[src/mec_pkg.sv]
// Shared types, constants and helper functions for the escape-count core.
// Depends on nothing; every other file in src imports it.
package mec_pkg;

  localparam int ZW          = 32;
  localparam int MAG_WIDTH   = 34;
  localparam int NR_W        = MAG_WIDTH + 2;
  localparam int MAXIT_WIDTH = 16;
  localparam int CFG_IDX_W   = 2;
  localparam int CFG_DATA_W  = 34;
  localparam int QDEPTH      = 2;
  localparam int QPTR_W      = $clog2(QDEPTH);

  localparam logic [CFG_IDX_W-1:0] CFG_MAX_ITER  = CFG_IDX_W'(0);
  localparam logic [CFG_IDX_W-1:0] CFG_THRESHOLD = CFG_IDX_W'(1);

  localparam logic [MAXIT_WIDTH-1:0] MAXIT_RESET = MAXIT_WIDTH'(128);
  localparam logic [63:0] MAG_MAX = (64'd1 << MAG_WIDTH) - 64'd1;

  localparam logic signed [63:0] ZMAX64 = 64'sd2147483647;
  localparam logic signed [63:0] ZMIN64 = -64'sd2147483648;

  // One queued point with its capped iteration limit.
  typedef struct packed {
    logic signed [ZW-1:0]    c_real;
    logic signed [ZW-1:0]    c_imag;
    logic [MAXIT_WIDTH-1:0]  limit;
    logic                    trivial;
  } entry_t;

  // Clamp a wide signed value to the signed range of z.
  function automatic logic signed [ZW-1:0] sat_z(input logic signed [63:0] v);
    logic signed [ZW-1:0] r;
    if (v > ZMAX64) begin
      r = ZMAX64[ZW-1:0];
    end else if (v < ZMIN64) begin
      r = ZMIN64[ZW-1:0];
    end else begin
      r = v[ZW-1:0];
    end
    return r;
  endfunction

endpackage

[src/mec_front.sv]
// Front end: configuration registers, input acceptance and classification.
// Depends on mec_pkg; feeds entries to mec_fifo.
module mec_front #(
  parameter int FRAC_BITS   = 28,
  parameter int COUNT_WIDTH = 16
) (
  input  logic                                clk,
  input  logic                                rst,
  input  logic                                push,
  input  logic signed [mec_pkg::ZW-1:0]       c_real,
  input  logic signed [mec_pkg::ZW-1:0]       c_imag,
  input  logic                                q_full,
  output logic                                q_push,
  output mec_pkg::entry_t                     q_entry,
  input  logic                                cfg_valid,
  output logic                                cfg_ready,
  input  logic [mec_pkg::CFG_IDX_W-1:0]       cfg_index,
  input  logic [mec_pkg::CFG_DATA_W-1:0]      cfg_data,
  output logic [mec_pkg::MAG_WIDTH-1:0]       thr
);
  import mec_pkg::*;

  localparam int CMP_W = (COUNT_WIDTH > MAXIT_WIDTH) ? COUNT_WIDTH : MAXIT_WIDTH;
  localparam logic [CMP_W-1:0] COUNT_MAX = CMP_W'((64'd1 << COUNT_WIDTH) - 64'd1);
  localparam logic [MAG_WIDTH-1:0] THR_RESET = MAG_WIDTH'(64'd4 << FRAC_BITS);

  logic [MAXIT_WIDTH-1:0] max_iterations;
  logic [MAG_WIDTH-1:0]   escape_threshold;
  logic [CMP_W-1:0]       limit_wide;
  logic [CMP_W-1:0]       limit_cap;

  assign cfg_ready = 1'b1;

  always_ff @(posedge clk) begin
    if (rst) begin
      max_iterations   <= MAXIT_RESET;
      escape_threshold <= THR_RESET;
    end else if (cfg_valid && cfg_ready) begin
      case (cfg_index)
        CFG_MAX_ITER:  max_iterations   <= cfg_data[MAXIT_WIDTH-1:0];
        CFG_THRESHOLD: escape_threshold <= cfg_data[MAG_WIDTH-1:0];
        default: ;
      endcase
    end
  end

  // The limit is clipped so that the count always fits the result port.
  assign limit_wide = CMP_W'(max_iterations);
  assign limit_cap  = (limit_wide > COUNT_MAX) ? COUNT_MAX : limit_wide;

  assign q_push          = push && !q_full;
  assign q_entry.c_real  = c_real;
  assign q_entry.c_imag  = c_imag;
  assign q_entry.limit   = limit_cap[MAXIT_WIDTH-1:0];
  assign q_entry.trivial = (limit_cap == '0);
  assign thr             = escape_threshold;

endmodule

[config.mk]
export PLATFORM = sky130hd
export DESIGN_NAME = mec_front
export DESIGN_NICKNAME = d
export VERILOG_FILES = /design/src/mec_pkg.sv /design/src/mec_front.sv
export SDC_FILE = /design/constraint.sdc
export NUM_CORES = 1
export LEC_CHECK = 0
export BUFFER_PORTS_ARGS = -buffer_cell sky130_fd_sc_hd__buf_2
export CORE_UTILIZATION = 35
export CTS_CLUSTER_DIAMETER = 100
export DETAILED_ROUTE_END_ITERATION = 10
export GPL_ROUTABILITY_DRIVEN = 0
export HOLD_SLACK_MARGIN = 0.1
export PLACE_DENSITY = 0.74
export SLEW_MARGIN = 5
export SYNTH_ARGS = -nofsm -noshare
export SYNTH_HDL_FRONTEND = slang
export SYNTH_SLANG_ARGS = --single-unit
[constraint.sdc]
create_clock -name clk -period 1.8 [get_ports clk]
set_clock_uncertainty 0.05 [all_clocks]
set_input_delay 0.27 -clock clk [delete_from_list [all_inputs] [get_ports clk]]
set_output_delay 0.27 -clock clk [all_outputs]
set_load 0.01 [all_outputs]
==> results.md <==
- Status: finished clean
- Power Density: 738 nW/µm²
- Initial DRC count: 86
- Post-CTS Hold Fix Bufs: 0
- Worst path top cell family by delay: simple AND/OR/NAND/NOR gates
- CORE AREA: 7290 µm²
- GR Util met2: 23.0%
- NumNets Final: 401
- CP max FO: 3
- Critical Path Stages: 3
- Slowest-stage cell, CP: dfxtp_1
- H-tree depth reported by CTS: 2
- #FFs+latches synth: 50
- Mapped Area: 2670 µm²
- Placed Cells: 388
- Synth warn: 0
- Element type at the critical path end: primary output
- Critical Path AT: 1.29 ns
- Final wirelength: 5390 µm
- Die Area: 7970 µm²
- Leakage: 0.00132 µW
- TritonCTS buffer count: 5
- Hold Crit Class: input pin to flip-flop
- Vias in the first global route: 1,647
- Max-cap violations: 0
- Synth unique cells: 15
- WS Path Type: flip-flop to primary output
- Die H: 89.3 µm
- # IOs: 222
- Syn Nets: 379
- Row count: 31
- Met1 GRT Util: 15.5%
- Clock insertion delay at the later pin of the skew report: 0.29 ns
- Async SR Flop Fraction: 0%
- DRT Pass-1 Iters: 4
- Ratio of cells with drive above 1 in the final layout: 35.0%
- Top post-synthesis cells by area: dfxtp_1 38%, buf_4 19%, nand2b_1 19%, mux2i_1 19%, clkbuf_1 1.3%
- Worst Path Required: 1.48 ns
- Most frequent cell after synthesis: nand2b_1
- FMAX: 620 MHz
- CTS tree: done
- Hold Crit Depth: 3
- Yosys top cell by area: dfxtp_1
- Post-synth top area share: 37.5%
- CP max stage delay: 0.35 ns
- Most common library cells after synthesis: 81 x nand2b_1, 68 x buf_4, 50 x dfxtp_1, 50 x mux2i_1, 9 x clkbuf_1
- Maximum buffer depth of the clock tree: 2
- Post-route minimum period: 1.61 ns
- Post-DR vias/cell: 4.33
- Largest net degree at the start of global routing: 86
- Register area share after synthesis: 37.5%
- Final hold vios: 0
- Setup tns final: 0 ns
- RSZ-0062 raised after global routing: no
- Ys flop type: dfxtp_1
- GR peak layer: met2
- Clock root buffer master: clkbuf_8
- Initial core utilization: 36.6%
- Vias: 1,716
- Worst VDD drop: 0.375 mV
- DR WL/cell: 13.6 µm
- Initial antenna violation count: 0
- Final Cycle Share: 89.6%
- Total track usage: 13.6%
- Post-route ant nets: 0
- Met3 GRT Util: 4.34%
- Power, Total: 2070 µW
- Fillers: 775
- Buf/Inv on CP: 1
- Fin. max-slew vios: 0
- Clock Pin Slew Worst Setup and Hold Paths: 0.10 ns
- Post-synth EDFFs: 0
- P&R area growth vs syn: 5.40%
- # setup viols final: 0
- Element type at the critical path start: flip-flop
- Non-Filler Instances: 396
- R2r worst-path depth: 2
- Die Span X: 89.3 µm
- Reg2Reg Setup Slack: 1.10 ns
- DR DRC count: 0
- Global route total overflow: 0
- Cell Chain, Critical Path: nor4_2 -> and4_1 -> buf_2
- Post-DP HPWL: 3900 µm
- Port Buf Inserts: 92
- First-pass GRT wire length: 8170 µm
- Clk sinks: 50
- Cells after synthesis: 274
- # diodes: 0
- Mean Syn Cell Area: 9.73 µm²
==> routing by layer <==
layer,wire length [µm],up-vias
met5,0,-
met4,98,0
met3,410,26
met2,2660,63
met1,2220,775
li1,-,852
==> registers in the layout, summed over array words and instances (netlist names) <==
register    count
thr            34
limit_wide     16
==> metrics by stage <==
step	util (%)	area, µm²	setup WS [ns]	hold WS (ns)
finish	38.5	2810	0.187	0.181
floorplan	-	2670	0.593	0.375
CTS	38.5	2800	0.0853	0.167
detailed placement	37.3	2720	0.438	0.408
global route	38.5	2810	0.0642	0.177
global placement	37.3	2720	0.454	0.405
==> timing repair <==
action	CTS	global route
endpoints found under the setup margin	0	1
buffers inserted	0	0
gates resized for setup	0	1
==> tightest hold or removal path: cells and delay by family <==
kind                   cells  cell delay, ns
buffers and inverters      1            0.09
and+or+nand+nor            1            0.05
muxes                      1            0.06
==> power by group <==
part	total [µW]	switching, µW	internal (µW)
sequential	1170	23.4	1140
combinational	263	124	140
clock	642	367	275
==> kinds of logic (layout without fill, tap and decap cells) <==
family,count (synthesis),count (layout),synth area share [%]
other,1,1,0.141
buffers and inverters,80,103,21.8
flip-flops,50,50,37.5
multiplexers,50,50,18.8
AND/OR/NAND/NOR,93,93,21.8
==> cells in the final DEF, fill, tap and decap left out, types with 2 or more instances in the layout <==
cell type / synthesis / routed
buf_2: 1 / 92
nand2b_1: 81 / 81
mux2i_1: 50 / 50
dfxtp_1: 50 / 50
clkbuf_8: 0 / 5
nor2_1: 4 / 4
nor4_1: 4 / 3
buf_12: 1 / 2
==> area by class of cell <==
type | instances | area [µm²] | share of cell area [%]
tap | 99 | 124 | 4.41
sequential | 50 | 1000 | 35.6
timing repair buffer | 95 | 508 | 18.1
multi-input combinational | 144 | 1090 | 38.8
clock inverter | 2 | 13.8 | 0.490
clock buffer | 6 | 72.6 | 2.58
==> path summary, 6_finish.rpt <==
path	start	to
min reg2reg	thr[31]$_SDFFE_PP0P_	thr[31]$_SDFFE_PP0P_
min	cfg_data[16]	thr[16]$_SDFFE_PP0P_
max reg2reg	limit_wide[14]$_SDFFE_PP0P_	limit_wide[14]$_SDFFE_PP0P_
max	limit_wide[10]$_SDFFE_PP0P_	q_entry[0]
Power figures use the tool's default switching activity.
