==> src/mec_pkg.sv <==
// Shared types, constants and helper functions for the escape-count core.
// Depends on nothing; every other file in src imports it.
package mec_pkg;

  localparam int ZW          = 32;
  localparam int MAG_WIDTH   = 34;
  localparam int NR_W        = MAG_WIDTH + 2;
  localparam int MAXIT_WIDTH = 16;
  localparam int CFG_IDX_W   = 2;
  localparam int CFG_DATA_W  = 34;
  localparam int QDEPTH      = 2;
  localparam int QPTR_W      = $clog2(QDEPTH);

  localparam logic [CFG_IDX_W-1:0] CFG_MAX_ITER  = CFG_IDX_W'(0);
  localparam logic [CFG_IDX_W-1:0] CFG_THRESHOLD = CFG_IDX_W'(1);

  localparam logic [MAXIT_WIDTH-1:0] MAXIT_RESET = MAXIT_WIDTH'(128);
  localparam logic [63:0] MAG_MAX = (64'd1 << MAG_WIDTH) - 64'd1;

  localparam logic signed [63:0] ZMAX64 = 64'sd2147483647;
  localparam logic signed [63:0] ZMIN64 = -64'sd2147483648;

  // One queued point with its capped iteration limit.
  typedef struct packed {
    logic signed [ZW-1:0]    c_real;
    logic signed [ZW-1:0]    c_imag;
    logic [MAXIT_WIDTH-1:0]  limit;
    logic                    trivial;
  } entry_t;

  // Clamp a wide signed value to the signed range of z.
  function automatic logic signed [ZW-1:0] sat_z(input logic signed [63:0] v);
    logic signed [ZW-1:0] r;
    if (v > ZMAX64) begin
      r = ZMAX64[ZW-1:0];
    end else if (v < ZMIN64) begin
      r = ZMIN64[ZW-1:0];
    end else begin
      r = v[ZW-1:0];
    end
    return r;
  endfunction

endpackage

==> src/mec_fifo.sv <==
// Short queue of classified points between the front and back ends.
// Depends on mec_pkg for the entry type and depth.
module mec_fifo (
  input  logic            clk,
  input  logic            rst,
  input  logic            wr_en,
  input  mec_pkg::entry_t wr_data,
  output logic            full,
  output logic            rd_valid,
  input  logic            rd_en,
  output mec_pkg::entry_t rd_data
);
  import mec_pkg::*;

  entry_t            mem [QDEPTH];
  logic [QPTR_W-1:0] wr_ptr;
  logic [QPTR_W-1:0] rd_ptr;
  logic [QPTR_W:0]   fill;

  assign full     = (fill == (QPTR_W+1)'(QDEPTH));
  assign rd_valid = (fill != '0);
  assign rd_data  = mem[rd_ptr];

  always_ff @(posedge clk) begin
    if (rst) begin
      wr_ptr <= '0;
      rd_ptr <= '0;
      fill   <= '0;
    end else begin
      if (wr_en) begin
        wr_ptr <= wr_ptr + 1'b1;
      end
      if (rd_en) begin
        rd_ptr <= rd_ptr + 1'b1;
      end
      case ({wr_en, rd_en})
        2'b10:   fill <= fill + 1'b1;
        2'b01:   fill <= fill - 1'b1;
        default: ;
      endcase
    end
  end

  always_ff @(posedge clk) begin
    if (wr_en) begin
      mem[wr_ptr] <= wr_data;
    end
  end

endmodule

==> config.mk <==
export PLATFORM = sky130hd
export DESIGN_NAME = mec_fifo
export DESIGN_NICKNAME = d
export VERILOG_FILES = /design/src/mec_pkg.sv /design/src/mec_fifo.sv
export SDC_FILE = /design/constraint.sdc
export NUM_CORES = 1
export LEC_CHECK = 0
export ABC_CLOCK_PERIOD_IN_PS = 15400
export BUFFER_PORTS_ARGS = -buffer_cell sky130_fd_sc_hd__buf_2
export CAP_MARGIN = 20
export CORE_ASPECT_RATIO = 2
export CORE_MARGIN = 8
export CORE_UTILIZATION = 56
export DETAILED_ROUTE_END_ITERATION = 7
export MAX_ROUTING_LAYER = met4
export PLACE_DENSITY_LB_ADDON = 0.2
export SLEW_MARGIN = 40
export SYNTH_ARGS = -nofsm -noshare
export SYNTH_HDL_FRONTEND = slang
export SYNTH_SLANG_ARGS = --single-unit
==> constraint.sdc <==
create_clock -name clk -period 15.4 [get_ports clk]
set_input_delay 3.85 -clock clk [delete_from_list [all_inputs] [get_ports clk]]
set_output_delay 3.85 -clock clk [all_outputs]
set_load 0.02 [all_outputs]
==> impl_metrics.toml, run 1 <==
[yosys]
synthSimpleGateAreaFrac = 0.007653
syn-num-nets = 360
yosys_warnings = 0
synth_compound_area_frac = 0.001655
synth_xor_area_frac = 0.005791
syn_avg_cell_area_um2 = 22.08
synth-seq-area-share = 0.8207
synth_area_mm2 = 0.006050
synth_cell_types = 16
synth_fa_ha_area_frac = 0.002068
synth_top_family_by_area = "multiplexers"
muxShareOfSynthArea = 0.1508
synthCells = 274
ys_seq_elements = 167

[global_route]
antenna_found_initial = 2
grt_start_max_net_pins = 68
grt_use_met2 = 0.3005
grt_use_total = 0.1742
grt_pass1_vias = 3475
gr-usage-met3 = 0.05056
grt_overflow = 0
grt.busiest_layer = "met2"
grt_pass1_wl_mm = 17.55
grtUsageMet1 = 0.1689

[detailed_routing]
drt_iter0_markers = 169
drtPass1Iterations = 4
totalWireLength_mm = 11.87
drc = 0
via_per_inst = 5.137
vias = 3118
ant_nets = 0
avgRoutedWirePerCell_um = 19.56

[clock_network]
cts_buffer_depth = 2
clock_latency_ns = 0.40
holdBufCountCts = 0
postCtsSetupBuffers = 0
cts_root_buffer = "clkbuf_16"
ctsResizeCount = 0
clk_pin_slew_ns = 0.06
cts_tree = "done"
cts_buffers = 17
ctsHtreeMaxLevel = 4
clock-sinks = 167

[sta]
finalCritPeriodShare = 0.3670
setup_tns_ns = 0
min_period_ns = 5.652
setup_viol = 0
holdWs_ns = 0.5068
maxSlewHeadroom = 0.5682
max_freq_ghz = 0.1769
timing_worst_slew_pin_value_ns = 0.6476
rsz0062_at_grt = "no"
drv_slew = 0
fin_skew_ns = 0.003910
hold_violations = 0

[cells_and_area]
area_growth_pct = 27.47
nNetsFinal = 542
final_cell_mix = "buf_2 (167), edfxtp_1 (162), mux2_2 (81), clkbuf_16 (17)"
finalInstanceArea_mm2 = 0.007711
drive_gt1_frac = 0.6111
layout_commonest_cell = "buf_2"
postLayoutCoreUtil = 0.7313

[setup_path]
cp-start-kind = "flip-flop"
cp_max_fo = 29
critPathRequiredTime_ns = 11.55
worst-setup-path-type = "reg2out"
critPathCaptureType = "output pin"
worstPathArrival_ns = 1.80

[power]
peakVddDrop_mv = 0.1472
p_leak_nw = 2.912
pwr_density_cell_mw_per_mm2 = 142.1

[die]
core_area_mm2 = 0.01054
die_h_um = 163.0
row_count = 53
boundaryPins = 168
die_w_um = 89.50
initial_utilization = 0.5738
die-area_mm2 = 0.01459

[hold_path]
hold_path_class = "reg2reg"

[flow_run]
drv_cap = 0

[place]
port_buffers = 167
gp_congestion = 0.6926
hpwlAfterDp_mm = 8.313
dpl-instance-area_mm2 = 0.007093

[run_status]
status = "completed"
[where the power goes]
group	internal, W	switching [W]
clock	0.000270	0.000158
combinational	0.0000529	0.0000754
sequential	0.000530	0.00000967
[critical path, stage by stage, from the launching register on]
cell and delay [ns]:
dfxtp_4 0.60, buf_12 0.25, mux2_2 0.37, buf_2 0.16
[cells by family after synthesis]
group	count (synthesis)
AND/OR/NAND/NOR	9
multiplexers	81
flip-flops	167
buffers and inverters	10
AO/OA/AOI/OAI	2
XOR/XNOR	4
adder cells (fa/ha/maj)	1
[stage by stage]
| step | std cells | setup slack [ns] | total power [W] |
|---|---|---|---|
| after floorplan | 274 | 7.573 | 0.0006290 |
| after global placement | 570 | 9.809 | 0.0006718 |
| after detailed placement | 574 | 9.767 | 0.0006790 |
| after CTS | 605 | 9.722 | 0.001106 |
| after global routing | 607 | 9.667 | 0.001132 |
| final | 607 | 9.748 | 0.001096 |
[final timing paths]
check / end / cells past startpoint / slack [ns] / from
setup / recovery: rd_data[62] / 3 / 9.75 / flip-flop
hold / removal: fill[1] / 2 / 0.51 / fill[1]
setup reg to reg: mem[0][28] / 2 / 13.63 / wr_ptr
hold reg to reg: fill[1] / 2 / 0.51 / fill[1]
[sequential cells by signal, summed over array words and instances, names as in the netlist, named ones only]
register,count
mem,162
fill,2
rd_ptr,1
wr_ptr,1
[cells in the mapped netlist (all sizes together)]
library cell | instances | area share
or3 | 1 | 0.0010
ha | 1 | 0.0021
xnor2 | 3 | 0.0043
nor2 | 5 | 0.0031
a21oi | 1 | 0.00083
and2b | 1 | 0.0014
and2 | 1 | 0.0010
o21ai | 1 | 0.00083
mux2 | 81 | 0.15
buf | 9 | 0.011
dfxtp | 5 | 0.017
xor2 | 1 | 0.0014
or2 | 1 | 0.0010
edfxtp | 162 | 0.80
inv | 1 | 0.00062
[metal layers]
metal	up-vias	part of all wire
li1	1447	-
met1	1543	0.35
met4	0	0.027
met2	111	0.57
met3	17	0.050
met5	-	0
[final cells by class]
class / count / area [um^2]
Sequential cell: 167 / 4969
Clock buffer: 18 / 429.2
Tap cell: 137 / 171.4
Antenna cell: 2 / 5.005
Fill cell: 671 / 2833
Clock inverter: 13 / 180.2
Multi-Input combinational cell: 97 / 1026
Timing Repair Buffer: 172 / 927.1
Inverter: 1 / 3.754
(Power assumes the default switching activity.)
==> inputs of run 2 (changes only) <==
- ABC_AREA: default -> 1
- ABC_CLOCK_PERIOD_IN_PS: 15400 -> 4750
- CORE_UTILIZATION: 56 -> 47
- clock period: 15.4 -> 4.75 ns (I/O delays scaled with it)
==> run 2 against run 1 <==
Register-to-register slack worse by 11 ns. Cell area is 4.2% higher. Die area rose by 23%. First-iteration DRC count is 43% lower. Critical path type unchanged. Critical endpoint is now rd_data[1]. Highest routed layer unchanged.
==> impl_metrics.toml, run 2 <==
[yosys]
syn_avg_cell_area_um2 = 22.71
netlist.area_leader.share = 0.7514
yosys_warnings = 0
synth_cell_types = 15
synthTopCellsByCount = "edfxtp_1 (162), mux2_4 (80), nor2_1 (9)"
synth.largest_area_cell = "edfxtp_1"
synthTopCellsByArea = "edfxtp_1 (75%), mux2_4 (19%), buf_12 (2.5%)"
synthCells = 285
syn-num-nets = 371
synth_edf_count = 162
synth_most_common_cell = "edfxtp_1"
ys_seq_elements = 167
synth_area_mm2 = 0.006474
ys.flop_type = "edfxtp_1"
async_reset_ff_frac = 0
synth-seq-area-share = 0.7669

[place]
pre_cts_slack_ns = 1.813
port_buffers = 167
hpwlAfterDp_mm = 9.281
gp_congestion = 0.7170

[setup_path]
crit_chain = "buf_12 > buf_12 > mux2_4 > buf_2"
cp-start-kind = "flip-flop"
critPathCapture = "rd_data[1]"
critPathRequiredTime_ns = 3.56
r2r_cells = 2
reg2reg_from = "wr_ptr"
cp_max_fo = 35
crit_slowest_cell = "dfxtp_4"
max_stage_delay_ns = 0.61
worst-setup-path-type = "reg2out"
r2r_end = "mem[0][8]"
critPathCaptureType = "output pin"
worstPathArrival_ns = 2.15
cpLargestDelayFamily = "buffers and inverters"
worst-path-stages = 4
cp_common_cell = "buf_12"
cp.buffers_inverters = 3
reg2reg_slack_ns = 3.04

[clock_network]
holdBufCountCts = 0
ctsResizeCount = 0
cts_tree = "done"
clk_pin_slew_ns = 0.06
postCtsSetupBuffers = 0
clock_latency_ns = 0.41
cts_buffer_depth = 2
cts_root_buffer = "clkbuf_16"
clock-sinks = 167
ctsHtreeMaxLevel = 4
cts_buffers = 17

[sta]
hold_violations = 0
setup_tns_ns = 0
timing_worst_slew_pin_value_ns = 0.7436
rsz0062_at_grt = "no"
fin_skew_ns = 0.009408
maxSlewHeadroom = 0.5031
setup_ws_ns = 1.414
finalCritPeriodShare = 0.7024
min_period_ns = 3.336
drv_slew = 0
setup_viol = 0
max_freq_ghz = 0.2997

[global_route]
grt_use_total = 0.1491
grt_overflow = 0
gr-usage-met3 = 0.04368
grt_pass1_vias = 3481
grtUsageMet1 = 0.1359
grt_pass1_wl_mm = 19.19
antenna_found_initial = 5
grt_use_met2 = 0.2688
grt_start_max_net_pins = 59
grt.busiest_layer = "met2"

[cells_and_area]
final_cell_mix = "buf_2 (167), edfxtp_1 (162), mux2_4 (80), clkbuf_16 (17), nor2_1 (8)"
largest_register_ffs = 162
nNetsFinal = 553
layout_commonest_cell = "buf_2"
drive_gt1_frac = 0.5971
largestRegisters = "mem (162), fill (2)"
largest-register = "mem"
postLayoutCoreUtil = 0.5978
area_growth_pct = 24.08

[die]
row_count = 60
core_area_mm2 = 0.01344
die-area_mm2 = 0.01801
die_w_um = 98.99
boundaryPins = 168
die_h_um = 182.0
initial_utilization = 0.4818

[flow_run]
drv_cap = 0

[power]
pwr_density_cell_mw_per_mm2 = 443.0
peakVddDrop_mv = 0.3001
fin_total_pwr_w = 0.003558
p_leak_nw = 3.224

[hold_path]
hold_path_class = "reg2reg"

[detailed_routing]
via_per_inst = 4.895
totalWireLength_mm = 12.73
vias = 3128
avgRoutedWirePerCell_um = 19.93
drc = 0
drt_iter0_markers = 96
ant_nets = 0
drtPass1Iterations = 4

[run_status]
status = "completed"
==> run 2: changes by cell type after synthesis, sizes merged <==
| cell | previous run | this run |
|---|---|---|
| inv | 1 | 7 |
| nand2 | 0 | 6 |
| nor2 | 5 | 9 |
| xnor2 | 3 | 1 |
| and2 | 1 | 0 |
| and2b | 1 | 0 |
| nand4 | 0 | 1 |
| nor3 | 0 | 1 |
| or2 | 1 | 0 |
| or3 | 1 | 0 |
| xor2 | 1 | 0 |
==> run 2: power breakdown <==
part	switching (W)	total, W	leakage, nW	internal [W]
sequential	0.0000298	0.00173	1.56	0.00170
combinational	0.000241	0.000442	1.38	0.000201
clock	0.000549	0.00138	0.281	0.000832
total	0.000820	0.00356	3.22	0.00274
==> run 2: per-stage QoR <==
step,cell area [um^2],instances,hold WS (ns)
3_3_place_gp,7400,602,0.4949
6_report,8033,639,0.5213
3_5_place_dp,7420,603,0.4942
2_1_floorplan,6476,285,0.4764
4_1_cts,8020,634,0.5200
5_1_grt,8033,639,0.5789
==> run 2: tightest hold or removal path, delay by kind of cell, from the launching register on <==
| family | cells | cell delay [ns] |
|---|---|---|
| XOR/XNOR | 1 | 0.09 |
| flip-flops | 1 | 0.33 |
| AND/OR/NAND/NOR | 1 | 0.07 |
==> run 2: how the worst min path moves through the flow <==
stage / start / endpoint / cells past startpoint
2_1_floorplan: fill[1] / fill[1] / 2
3_5_place_dp: rd_ptr / flip-flop / 2
6_report: rd_ptr / flip-flop / 2
4_1_cts: rd_ptr / flip-flop / 2
3_3_place_gp: fill[1] / fill[1] / 2
5_1_grt: wr_ptr / wr_ptr / 2
==> run 2: final cells by class <==
type | count | area [um^2]
Fill cell | 1001 | 5405
Multi-Input combinational cell | 102 | 1319
Tap cell | 155 | 193.9
Timing Repair Buffer | 172 | 910.9
Inverter | 7 | 27.53
Antenna cell | 5 | 12.51
Clock inverter | 13 | 171.4
Sequential cell | 167 | 4969
Clock buffer | 18 | 429.2
==> run 2: kinds of logic (layout without fill, tap and decap cells) <==
kind of cell	Yosys count	after routing	share of synthesized area
flops	167	167	0.7669
mux	81	81	0.1873
simple gates	17	17	0.01044
buf+inv	16	210	0.03054
compound gates	2	2	0.001545
fa+ha+maj	1	1	0.001932
xor+xnor	1	1	0.001353
other cells	0	5	0
==> run 2: layer usage <==
layer	share of wire	wire (um)	up-vias
li1	-	-	1480
met1	0.34	4367	1521
met2	0.57	7262	104
met3	0.060	769	23
met4	0.026	334	0
met5	0	0	-
